===== config.mk =====
export PLATFORM = sky130hd
export DESIGN_NAME = pid_positional_incremental_core
export DESIGN_NICKNAME = d
export VERILOG_FILES = /design/src/hw/rtl/pidpi_pkg.sv /design/src/hw/rtl/pidpi_cfg_regs.sv /design/src/hw/rtl/pidpi_datapath.sv /design/src/hw/rtl/pid_positional_incremental_core.sv
export VERILOG_INCLUDE_DIRS = /design/src /design/src/hw/rtl
export SDC_FILE = /design/constraint.sdc
export NUM_CORES = 2
export LEC_CHECK = 0
export BUFFER_PORTS_ARGS = -buffer_cell sky130_fd_sc_hd__clkbuf_2
export CELL_PAD_IN_SITES_DETAIL_PLACEMENT = 1
export CELL_PAD_IN_SITES_GLOBAL_PLACEMENT = 1
export CORE_ASPECT_RATIO = 0.5
export CORE_UTILIZATION = 50
export CTS_BUF_LIST = sky130_fd_sc_hd__clkbuf_16
export DETAILED_ROUTE_END_ITERATION = 8
export PLACE_DENSITY = 0.81
export SKIP_CTS_REPAIR_TIMING = 1
export SLEW_MARGIN = 20
export SYNTH_ARGS = -nofsm -noshare
export SYNTH_HDL_FRONTEND = slang
export SYNTH_SLANG_ARGS = --single-unit

===== constraint.sdc =====
create_clock -name i_clk -period 35.1 [get_ports i_clk]
set_input_delay 7.02 -clock i_clk [delete_from_list [all_inputs] [get_ports i_clk]]
set_output_delay 7.02 -clock i_clk [all_outputs]
set_load 0.005 [all_outputs]

===== src/hw/rtl/pid_positional_incremental_core_defines.svh =====
// ============================================================================
// PID core assertion macros
// Shared concurrent assertion forms for the PID controller RTL.
// ============================================================================
`ifndef PID_POSITIONAL_INCREMENTAL_CORE_DEFINES_SVH
`define PID_POSITIONAL_INCREMENTAL_CORE_DEFINES_SVH

`ifndef SYNTHESIS

`define PIDPI_ASSERT_HOLDS(lbl, clk, rst_n, expr, msg) \
    lbl: assert property (@(posedge clk) disable iff (!rst_n) (expr)) \
        else $error(msg);

`define PIDPI_ASSERT_NEXT(lbl, clk, rst_n, ante, cons, msg) \
    lbl: assert property (@(posedge clk) disable iff (!rst_n) (ante) |=> (cons)) \
        else $error(msg);

`else

`define PIDPI_ASSERT_HOLDS(lbl, clk, rst_n, expr, msg)

`define PIDPI_ASSERT_NEXT(lbl, clk, rst_n, ante, cons, msg)

`endif

`endif


===== src/hw/rtl/pidpi_pkg.sv =====
// ============================================================================
// PID core package
// Widths, payload and control types, register indexes and the clamp helper.
// ============================================================================
package pidpi_pkg;

    localparam int DW       = 16;
    localparam int EW       = DW + 1;
    localparam int GW       = 16;
    localparam int FRAC     = 8;
    localparam int BAND_W   = 16;
    localparam int LIM_W    = 15;
    localparam int CFG_W    = 16;
    localparam int IDX_W    = 3;
    localparam int P_OP_W   = EW + 1;
    localparam int D_OP_W   = EW + 2;
    localparam int P_W      = GW + P_OP_W - FRAC;
    localparam int I_W      = GW + EW - FRAC;
    localparam int D_W      = GW + D_OP_W - FRAC;
    localparam int IACC_W   = I_W + 1;
    localparam int SUM_W    = D_W + 2;

    localparam logic                     RST_MODE = 1'b0;
    localparam logic signed [GW-1:0]     RST_KP   = 16'sd256;
    localparam logic signed [GW-1:0]     RST_KI   = 16'sd0;
    localparam logic signed [GW-1:0]     RST_KD   = 16'sd0;
    localparam logic        [BAND_W-1:0] RST_BAND = 16'd1000;
    localparam logic        [LIM_W-1:0]  RST_ILIM = 15'd1000;
    localparam logic        [LIM_W-1:0]  RST_OLIM = 15'd1000;

    typedef enum logic [IDX_W-1:0] {
        CFG_MODE           = 3'd0,
        CFG_KP_GAIN        = 3'd1,
        CFG_KI_GAIN        = 3'd2,
        CFG_KD_GAIN        = 3'd3,
        CFG_INTEGRAL_BAND  = 3'd4,
        CFG_INTEGRAL_LIMIT = 3'd5,
        CFG_OUTPUT_LIMIT   = 3'd6
    } t_cfg_idx;

    localparam logic MODE_POSITIONAL  = 1'b0;
    localparam logic MODE_INCREMENTAL = 1'b1;

    typedef struct packed {
        logic signed [DW-1:0] setpoint;
        logic signed [DW-1:0] measured;
    } t_in;

    typedef struct packed {
        logic signed [DW-1:0] drive;
        logic signed [DW-1:0] integral_term;
    } t_out;

    typedef struct packed {
        logic                     mode;
        logic signed [GW-1:0]     kp_gain;
        logic signed [GW-1:0]     ki_gain;
        logic signed [GW-1:0]     kd_gain;
        logic        [BAND_W-1:0] integral_band;
        logic        [LIM_W-1:0]  integral_limit;
        logic        [LIM_W-1:0]  output_limit;
    } t_cfg;

    typedef struct packed {
        logic s1_adv;
        logic s2_adv;
    } t_ctl;

    function automatic logic signed [DW-1:0] clamp_sym(
        input logic signed [SUM_W-1:0] x,
        input logic        [LIM_W-1:0] lim
    );
        logic signed [SUM_W-1:0] hi;
        logic signed [SUM_W-1:0] lo;
        logic signed [DW-1:0]    res;
        hi = $signed({{(SUM_W - LIM_W){1'b0}}, lim});
        lo = -hi;
        if (x > hi) begin
            res = hi[DW-1:0];
        end else if (x < lo) begin
            res = lo[DW-1:0];
        end else begin
            res = x[DW-1:0];
        end
        return res;
    endfunction

endpackage


===== src/hw/rtl/pidpi_cfg_regs.sv =====
// ============================================================================
// PID core configuration registers
// Write-only register file for mode, gains, integral band and limits.
// ============================================================================
module pidpi_cfg_regs (
    input  logic                     i_clk,
    input  logic                     i_rst_n,
    input  logic                     i_cfg_we,
    input  logic [pidpi_pkg::IDX_W-1:0] i_cfg_idx,
    input  logic [pidpi_pkg::CFG_W-1:0] i_cfg_wdata,
    output pidpi_pkg::t_cfg          o_cfg
);
    import pidpi_pkg::*;

    t_cfg r_cfg;

    always_ff @(posedge i_clk) begin
        if (!i_rst_n) begin
            r_cfg.mode           <= RST_MODE;
            r_cfg.kp_gain        <= RST_KP;
            r_cfg.ki_gain        <= RST_KI;
            r_cfg.kd_gain        <= RST_KD;
            r_cfg.integral_band  <= RST_BAND;
            r_cfg.integral_limit <= RST_ILIM;
            r_cfg.output_limit   <= RST_OLIM;
        end else if (i_cfg_we) begin
            case (i_cfg_idx)
                CFG_MODE:           r_cfg.mode           <= i_cfg_wdata[0];
                CFG_KP_GAIN:        r_cfg.kp_gain        <= $signed(i_cfg_wdata[GW-1:0]);
                CFG_KI_GAIN:        r_cfg.ki_gain        <= $signed(i_cfg_wdata[GW-1:0]);
                CFG_KD_GAIN:        r_cfg.kd_gain        <= $signed(i_cfg_wdata[GW-1:0]);
                CFG_INTEGRAL_BAND:  r_cfg.integral_band  <= i_cfg_wdata[BAND_W-1:0];
                CFG_INTEGRAL_LIMIT: r_cfg.integral_limit <= i_cfg_wdata[LIM_W-1:0];
                CFG_OUTPUT_LIMIT:   r_cfg.output_limit   <= i_cfg_wdata[LIM_W-1:0];
                default: begin
                end
            endcase
        end
    end

    assign o_cfg = r_cfg;

endmodule


===== src/hw/rtl/pidpi_datapath.sv =====
// ============================================================================
// PID core datapath
// Error and gain products in the first stage, integral update and drive
// clamp in the second stage, with the controller state kept alongside.
// ============================================================================
module pidpi_datapath (
    input  logic            i_clk,
    input  logic            i_rst_n,
    input  pidpi_pkg::t_cfg i_cfg,
    input  pidpi_pkg::t_ctl i_ctl,
    input  pidpi_pkg::t_in  i_in,
    output pidpi_pkg::t_out o_out
);
    import pidpi_pkg::*;

    logic signed [EW-1:0]     r_prev_err;
    logic signed [EW-1:0]     r_pprev_err;
    logic signed [DW-1:0]     r_isum;
    logic signed [P_W-1:0]    r_p;
    logic signed [I_W-1:0]    r_i;
    logic signed [D_W-1:0]    r_d;
    logic                     r_active;
    t_out                     r_out;

    logic signed [EW-1:0]         err;
    logic        [EW-1:0]         abs_ms;
    logic                         active;
    logic signed [P_OP_W-1:0]     diff1;
    logic signed [D_OP_W-1:0]     diff2;
    logic signed [P_OP_W-1:0]     p_opnd;
    logic signed [D_OP_W-1:0]     d_opnd;
    logic signed [GW+P_OP_W-1:0]  p_prod;
    logic signed [GW+EW-1:0]      i_prod;
    logic signed [GW+D_OP_W-1:0]  d_prod;
    logic signed [IACC_W-1:0]     i_acc;
    logic signed [DW-1:0]         n_isum;
    logic signed [SUM_W-1:0]      sum;
    logic signed [DW-1:0]         drive;

    always_comb begin
        err    = EW'(i_in.setpoint) - EW'(i_in.measured);
        abs_ms = i_in.measured[DW-1] ? -EW'(i_in.measured) : EW'(i_in.measured);
        active = abs_ms <= {1'b0, i_cfg.integral_band};
        diff1  = P_OP_W'(err) - P_OP_W'(r_prev_err);
        diff2  = D_OP_W'(err) - (D_OP_W'(r_prev_err) <<< 1) + D_OP_W'(r_pprev_err);
        if (i_cfg.mode == MODE_INCREMENTAL) begin
            p_opnd = diff1;
            d_opnd = diff2;
        end else begin
            p_opnd = P_OP_W'(err);
            d_opnd = D_OP_W'(diff1);
        end
        p_prod = i_cfg.kp_gain * p_opnd;
        i_prod = i_cfg.ki_gain * err;
        d_prod = i_cfg.kd_gain * d_opnd;
    end

    always_ff @(posedge i_clk) begin
        if (!i_rst_n) begin
            r_prev_err  <= '0;
            r_pprev_err <= '0;
        end else if (i_ctl.s1_adv) begin
            r_prev_err <= err;
            if (i_cfg.mode == MODE_INCREMENTAL) begin
                r_pprev_err <= r_prev_err;
            end
        end
    end

    always_ff @(posedge i_clk) begin
        if (i_ctl.s1_adv) begin
            r_p      <= p_prod[GW+P_OP_W-1:FRAC];
            r_i      <= i_prod[GW+EW-1:FRAC];
            r_d      <= d_prod[GW+D_OP_W-1:FRAC];
            r_active <= active;
        end
    end

    always_comb begin
        if (i_cfg.mode == MODE_INCREMENTAL) begin
            i_acc = IACC_W'(r_i);
        end else begin
            i_acc = IACC_W'(r_i) + IACC_W'(r_isum);
        end
        n_isum = r_active ? clamp_sym(SUM_W'(i_acc), i_cfg.integral_limit) : '0;
        sum    = SUM_W'(r_p) + SUM_W'(n_isum) + SUM_W'(r_d);
        drive  = clamp_sym(sum, i_cfg.output_limit);
    end

    always_ff @(posedge i_clk) begin
        if (!i_rst_n) begin
            r_isum <= '0;
        end else if (i_ctl.s2_adv) begin
            r_isum <= n_isum;
        end
    end

    always_ff @(posedge i_clk) begin
        if (i_ctl.s2_adv) begin
            r_out.drive         <= drive;
            r_out.integral_term <= n_isum;
        end
    end

    assign o_out = r_out;

endmodule


===== src/hw/rtl/pid_positional_incremental_core.sv =====
// A sample moves from the input register through the stage-one registers to the output register.
// Throughput: one sample per cycle, sustained whenever the output is not stalled.
// The error registers and the integral sum carry state from one sample to the next.
// Reset clears the pipeline valids, both stored errors and the integral sum,
// and returns every configuration register to its default value.
// ============================================================================
// PID controller core, positional and incremental
// Input register, two compute stages and an output register with flow control.
// ============================================================================
`include "pid_positional_incremental_core_defines.svh"

module pid_positional_incremental_core (
    input  logic                        i_clk,
    input  logic                        i_rst_n,
    input  logic                        i_in_valid,
    input  pidpi_pkg::t_in              i_in,
    output logic                        o_in_stall,
    output logic                        o_out_valid,
    output pidpi_pkg::t_out             o_out,
    input  logic                        i_out_stall,
    input  logic                        i_cfg_we,
    input  logic [pidpi_pkg::IDX_W-1:0] i_cfg_idx,
    input  logic [pidpi_pkg::CFG_W-1:0] i_cfg_wdata
);
    import pidpi_pkg::*;

    t_cfg cfg;
    t_ctl ctl;
    t_in  r_in;
    logic r_in_v;
    logic r_s1_v;
    logic r_out_v;
    logic n_in_v;
    logic n_s1_v;
    logic n_out_v;
    logic in_acc;
    logic out_free;

    logic signed [DW-1:0] ilim_s;
    logic signed [DW-1:0] olim_s;
    logic                 int_ok;
    logic                 drive_ok;

    pidpi_cfg_regs u_cfg (
        .i_clk       (i_clk),
        .i_rst_n     (i_rst_n),
        .i_cfg_we    (i_cfg_we),
        .i_cfg_idx   (i_cfg_idx),
        .i_cfg_wdata (i_cfg_wdata),
        .o_cfg       (cfg)
    );

    always_comb begin
        out_free   = !r_out_v || !i_out_stall;
        ctl.s2_adv = r_s1_v && out_free;
        ctl.s1_adv = r_in_v && (!r_s1_v || ctl.s2_adv);
        o_in_stall = r_in_v && !ctl.s1_adv;
        in_acc     = i_in_valid && !o_in_stall;
        n_in_v     = in_acc || (r_in_v && !ctl.s1_adv);
        n_s1_v     = ctl.s1_adv || (r_s1_v && !ctl.s2_adv);
        n_out_v    = ctl.s2_adv || (r_out_v && i_out_stall);
    end

    always_ff @(posedge i_clk) begin
        if (!i_rst_n) begin
            r_in_v  <= 1'b0;
            r_s1_v  <= 1'b0;
            r_out_v <= 1'b0;
        end else begin
            r_in_v  <= n_in_v;
            r_s1_v  <= n_s1_v;
            r_out_v <= n_out_v;
        end
    end

    always_ff @(posedge i_clk) begin
        if (in_acc) begin
            r_in <= i_in;
        end
    end

    pidpi_datapath u_dp (
        .i_clk   (i_clk),
        .i_rst_n (i_rst_n),
        .i_cfg   (cfg),
        .i_ctl   (ctl),
        .i_in    (r_in),
        .o_out   (o_out)
    );

    assign o_out_valid = r_out_v;

    assign ilim_s = $signed({1'b0, cfg.integral_limit});
    assign olim_s = $signed({1'b0, cfg.output_limit});

    assign int_ok   = !r_out_v ||
                      (o_out.integral_term <= ilim_s && o_out.integral_term >= -ilim_s);
    assign drive_ok = !r_out_v || (o_out.drive <= olim_s && o_out.drive >= -olim_s);

    `PIDPI_ASSERT_HOLDS(a_int_within_limit, i_clk, i_rst_n, int_ok, "integral term beyond limit")
    `PIDPI_ASSERT_HOLDS(a_drive_within_limit, i_clk, i_rst_n, drive_ok, "drive beyond limit")
    `PIDPI_ASSERT_NEXT(a_accept_fills_input, i_clk, i_rst_n, in_acc, r_in_v, "input transfer lost")
    `PIDPI_ASSERT_NEXT(a_stage_fills_output, i_clk, i_rst_n, ctl.s2_adv, r_out_v, "result lost")

endmodule

[After elaboration in Yosys (flattened, before gate mapping)]
Index checks and enable logic that the tools add are counted.
Operators by class
  add/sub/neg operators: 10
  multipliers: 3
  order comparisons: 5
  equality and inequality tests: 6
  muxes and demuxes: 9
  reduce and logical (&&, ||, !) cells: 26
Operators with widths (number)
  $mux W16: 4
  $neg A15 Y29: 2
  $mul A16 B19 Y35: 1
  $mul A16 B18 Y34: 1
  $mul A16 B17 Y33: 1
  $gt A29 B16 Y1: 1
  $lt A26 B29 Y1: 1
  $lt A29 B29 Y1: 1
  $add A27 B27 Y28: 1
  $add A26 B16 Y27: 1
  $add A25 B16 Y26: 1
  $gt A26 B16 Y1: 1
  $mux W26: 1
  $add A19 B17 Y19: 1
  $mux W19: 1
  $sub A17 B18 Y19: 1
  $mux W18: 1
  $sub A17 B17 Y18: 1
  $le A17 B16 Y1: 1
  $mux W17: 1
  $neg A16 Y17: 1
  $sub A16 B16 Y17: 1
  $reduce_and A2 Y1: 8
  $mux W15: 1
  7 further kinds: 24
Storage, ports and cells
  register bits after elaboration: 291
  input bits: 56
  output and inout port bits: 34
  logic and storage cells: 81

[Logic depth before layout (Yosys ltp)]
  word-level depth: 11
  mapped depth: 52
  gate-level depth less buffers: 50

[Cells and area by module]
Synthesis repeated with hierarchy kept, for this count alone.
Unflattened totals
  cells, all modules: 5517
  area total of the unflattened synthesis: 51373.0 um^2
By module, submodules not included
  pidpi_datapath: times used 1, cells each 5135, area each 46671.0 um^2, sequential area each 4334.2 um^2
  pidpi_cfg_regs: times used 1, cells each 337, area each 3614.7 um^2, sequential area each 1901.8 um^2
  pid_positional_incremental_core: times used 1, cells each 45, area each 1087.3 um^2, sequential area each 1021.0 um^2

[Worst setup path before layout]
No wires, ideal clock.
  kind: input -> output
  from: input i_out_stall
  to: output o_in_stall
  arrival time: 7334 ps
  required time: 28080 ps
  setup slack: 20746 ps
  stages on the path: 2
  cells stage by stage: and3_1 > and2_1
Between the ends
  longest elaborated chain between the ends: 7
Ends and longest elaborated chain
  from (decl): RTL line pid_positional_incremental_core.sv:20  | input logic i_out_stall,
  $logic_not A1 Y1: RTL line pid_positional_incremental_core.sv:54  | out_free = !r_out_v || !i_out_stall;
  $logic_or A1 B1 Y1: RTL line pid_positional_incremental_core.sv:54
  $logic_and A1 B1 Y1: RTL line pid_positional_incremental_core.sv:55  | ctl.s2_adv = r_s1_v && out_free;
  $logic_or A1 B1 Y1: RTL line pid_positional_incremental_core.sv:56  | ctl.s1_adv = r_in_v && (!r_s1_v || ctl.s2_adv);
  $logic_and A1 B1 Y1: RTL line pid_positional_incremental_core.sv:56
  $logic_not A1 Y1: RTL line pid_positional_incremental_core.sv:57  | o_in_stall = r_in_v && !ctl.s1_adv;
  $logic_and A1 B1 Y1: RTL line pid_positional_incremental_core.sv:57
  to (decl): RTL line pid_positional_incremental_core.sv:17  | output logic o_in_stall,
Every way passes these cells.

[Worst setup path in the final report]
Ends and elaborated chain as after synthesis.

==> out/metrics.csv <==
metric,value,unit
outcome,"complete, no violations",
first-pass GRT wire length,251.5,mm
drt pass-1 iters,5,
CTS Sinks,291,
post-layout util,53.89,%
Final setup viols,0,
I/O pin total,90,
number of CTS-inserted buffers,36,
Synth Area in Adders,46.73,%
Lkg Pwr,24.39,nW
post-synthesis sequential area ratio,14.15,%
CP Launch Type,primary input,
Max Fanout on Critical Path,3,
"Power, Total",2.420,mW
largest net degree at the start of global routing,92,
simple-gate portion of the synthesized area,16.21,%
Inst Count DP,6892,
Die H,228.4,µm
syn nets,7046,
ratio of cells with drive above 1 in the final layout,5.487,%
dominant cell type by area after synthesis,fa_1,
buffers added on ports,89,
"antenna viol nets, final",0,
unrepaired setup endpoints after global routing,no,
mapped cell area,51270,µm²
Placer Congestion,0.9245,
Sequential Area,7261,µm²
Global Route Usage Sum,31.11,%
worst skew pair latency,0.59,ns
Post-Syn Instances,5624,
Hold Path Class,register to register,
Via density,5.738,
PwrDens,44.53,nW/µm²
final worst path period share,41.86,%
slew margin rel.,22.25,%
DIE AREA,103900,µm²
final number of max-transition violations,0,
grt ovf,0,
Max Root-Sink Buffers,3,
syn_area_per_cell,9.117,µm²
TNS Setup,0,ns
layout net count,7008,
starting density of the core,50.84,%
#FFs+latches synth,291,
worst-margin pin slew,1.166,ns
Syn. warnings,0,
worst hold slack,0.4592,ns
detailed-route via count,39920,
synth top area cells,"fa_1, ha_1, edfxtp_1",
vias in the first global route,46070,
Core Footprint,100900,µm²
Fmax achieved,68.06,MHz
crit path capture type,primary output,
"Top FF cell, synth",dfxtp_1,
P&R area growth vs syn,6.005,%
Final Critical Period,14.69,ns
"Arr. time, crit path",7.67,ns
top cell type's share of synthesized area,35.73,%
fin cells,6958,
Area after DPL,53110,µm²
worst ir drop on vdd,0.00003809,V
"Hold Violations, Final",0,
Place WS,20.42,ns
chip width,454.9,µm
clock skew,0.03882,ns
Detailed Route WL,155.7,mm
Core Rows,82,
CTS root buffer,clkbuf_16,
largest family of logic cells by synthesized area,adder cells,
"Design Area, Final",54350,µm²
TritonCTS clock tree,done,
synth unique cells,87,
Max H-tree Level,2,
final setup margin,20.41,ns
XOR/XNOR Fraction of Synth Area,3.126,%
Worst R2R Setup Slack,21.77,ns
async set-reset flop share out of synthesis,0,%
initial DRC count,2553,
Synth Area in Compound Gates,9.334,%
HPWL Detailed,125.0,mm
DRC,0,
layout filler cell count,11670,
Post-synth EDFFs,143,
WS Path Type,primary input to primary output,
Worst EP required,28.08,ns
proportion of synthesized area in mux cells,1.125,%
Worst-path clk slew,0.06,ns
WL per Instance,22.37,µm
maxcap violations,0,
initial antenna violation count,5,
multi-input logic area,39410,µm²
==> routing by layer <==
layer / share of wire [%] / vias to the layer above / GRT usage (%)
li1: - / 17580 / -
met1: 40 / 20810 / 39.26
met2: 49 / 1171 / 53.10
met3: 5.9 / 358 / 3.948
met4: 5.0 / 2 / 14.38
met5: 0.013 / - / 0
==> cell type report <==
cell class	count	area share (%)
well taps	1344	3.094
diodes	1	0.004604
multi-input cells	4070	72.50
clock inverters	28	0.5479
inverters	1044	7.217
clock buffers	37	1.703
flip-flops and latches	291	13.36
repair buffers	143	1.570
==> worst max-delay path: stages <==
cell and delay [ns]:
clkbuf_2 0.12, and3_1 0.20, and2_1 0.19, clkbuf_2 0.14
==> kinds of logic after synthesis <==
kind of cell	Yosys count
AND/OR/NAND/NOR	1770
adder cells (fa/ha/maj)	1366
buffers and inverters	1263
AO/OA/AOI/OAI	696
flip-flops	291
XOR/XNOR	183
multiplexers	55
==> layout by cell type (no fill, tap or decap), types with 14 or more instances in the layout <==
cell / n
o211ai_1: 28
or2_2: 35
nor2_1: 184
o21ai_0: 106
a21oi_1: 128
xnor2_1: 136
and3_1: 37
edfxtp_1: 143
nand2_1: 890
buf_4: 55
ha_1: 451
clkbuf_2: 88
dfxtp_1: 147
nand4_1: 29
o21a_1: 53
nor2b_1: 56
nand3_1: 51
mux2_2: 21
inv_1: 1047
clkbuf_16: 37
nand2b_1: 52
a21boi_0: 122
and2_1: 303
fa_1: 915
mux2i_1: 34
a211oi_1: 22
nor3_1: 70
a31oi_1: 17
nor4_1: 16
a21o_1: 73
o31ai_1: 14
xor2_1: 37
==> cells in the mapped netlist, types with 5 or more instances <==
cell	count
a2111oi_0	10
a211o_1	8
a211oi_1	22
a21boi_0	122
a21o_1	73
a21oi_1	132
a31o_2	8
a31oi_1	17
a32o_1	13
a41oi_1	7
and2_1	303
and3_1	37
and4_1	5
buf_1	11
clkbuf_1	201
dfxtp_1	148
edfxtp_1	143
fa_1	915
ha_1	451
inv_1	1042
mux2_2	21
mux2i_1	34
nand2_1	890
nand2b_1	52
nand3_1	51
nand4_1	29
nor2_1	185
nor2b_1	58
nor3_1	72
nor3b_1	6
nor4_1	16
o211ai_1	28
o21a_1	53
o21ai_0	109
o21ai_1	6
o21bai_1	8
o22ai_1	7
o31ai_1	19
o41ai_1	5
or2_2	35
or3_1	12
xnor2_1	141
xor2_1	42
==> power by group <==
part | internal (mW) | switching, mW | total [mW]
Sequential | 0.413 | 0.0287 | 0.442
Clock | 0.231 | 0.173 | 0.404
Combinational | 0.562 | 1.01 | 1.57
==> path summary, 6_finish.rpt <==
kind                                              startpoint                           end  depth (start not counted)
worst max-delay path                             i_out_stall                    o_in_stall                          4
worst min-delay path            u_dp.r_isum[10]$_SDFFE_PN0P_  u_dp.r_isum[10]$_SDFFE_PN0P_                          2
worst max register to register             r_in[0]$_DFFE_PP_        u_dp.r_d[26]$_DFFE_PP_                         44
worst min register to register  u_dp.r_isum[10]$_SDFFE_PN0P_  u_dp.r_isum[10]$_SDFFE_PN0P_                          2
==> state kept, by name (all words and copies together) (netlist names) <==
register / count
u_cfg.o_cfg: 95
r_in: 32
u_dp.o_out: 32
u_dp.r_d: 27
u_dp.r_p: 26
u_dp.r_i: 25
u_dp.r_pprev_err: 17
u_dp.r_prev_err: 17
u_dp.r_isum: 16
o_out_valid: 1
r_in_v: 1
r_s1_v: 1
u_dp.r_active: 1
No activity file was read; power rests on OpenSTA's default activity.
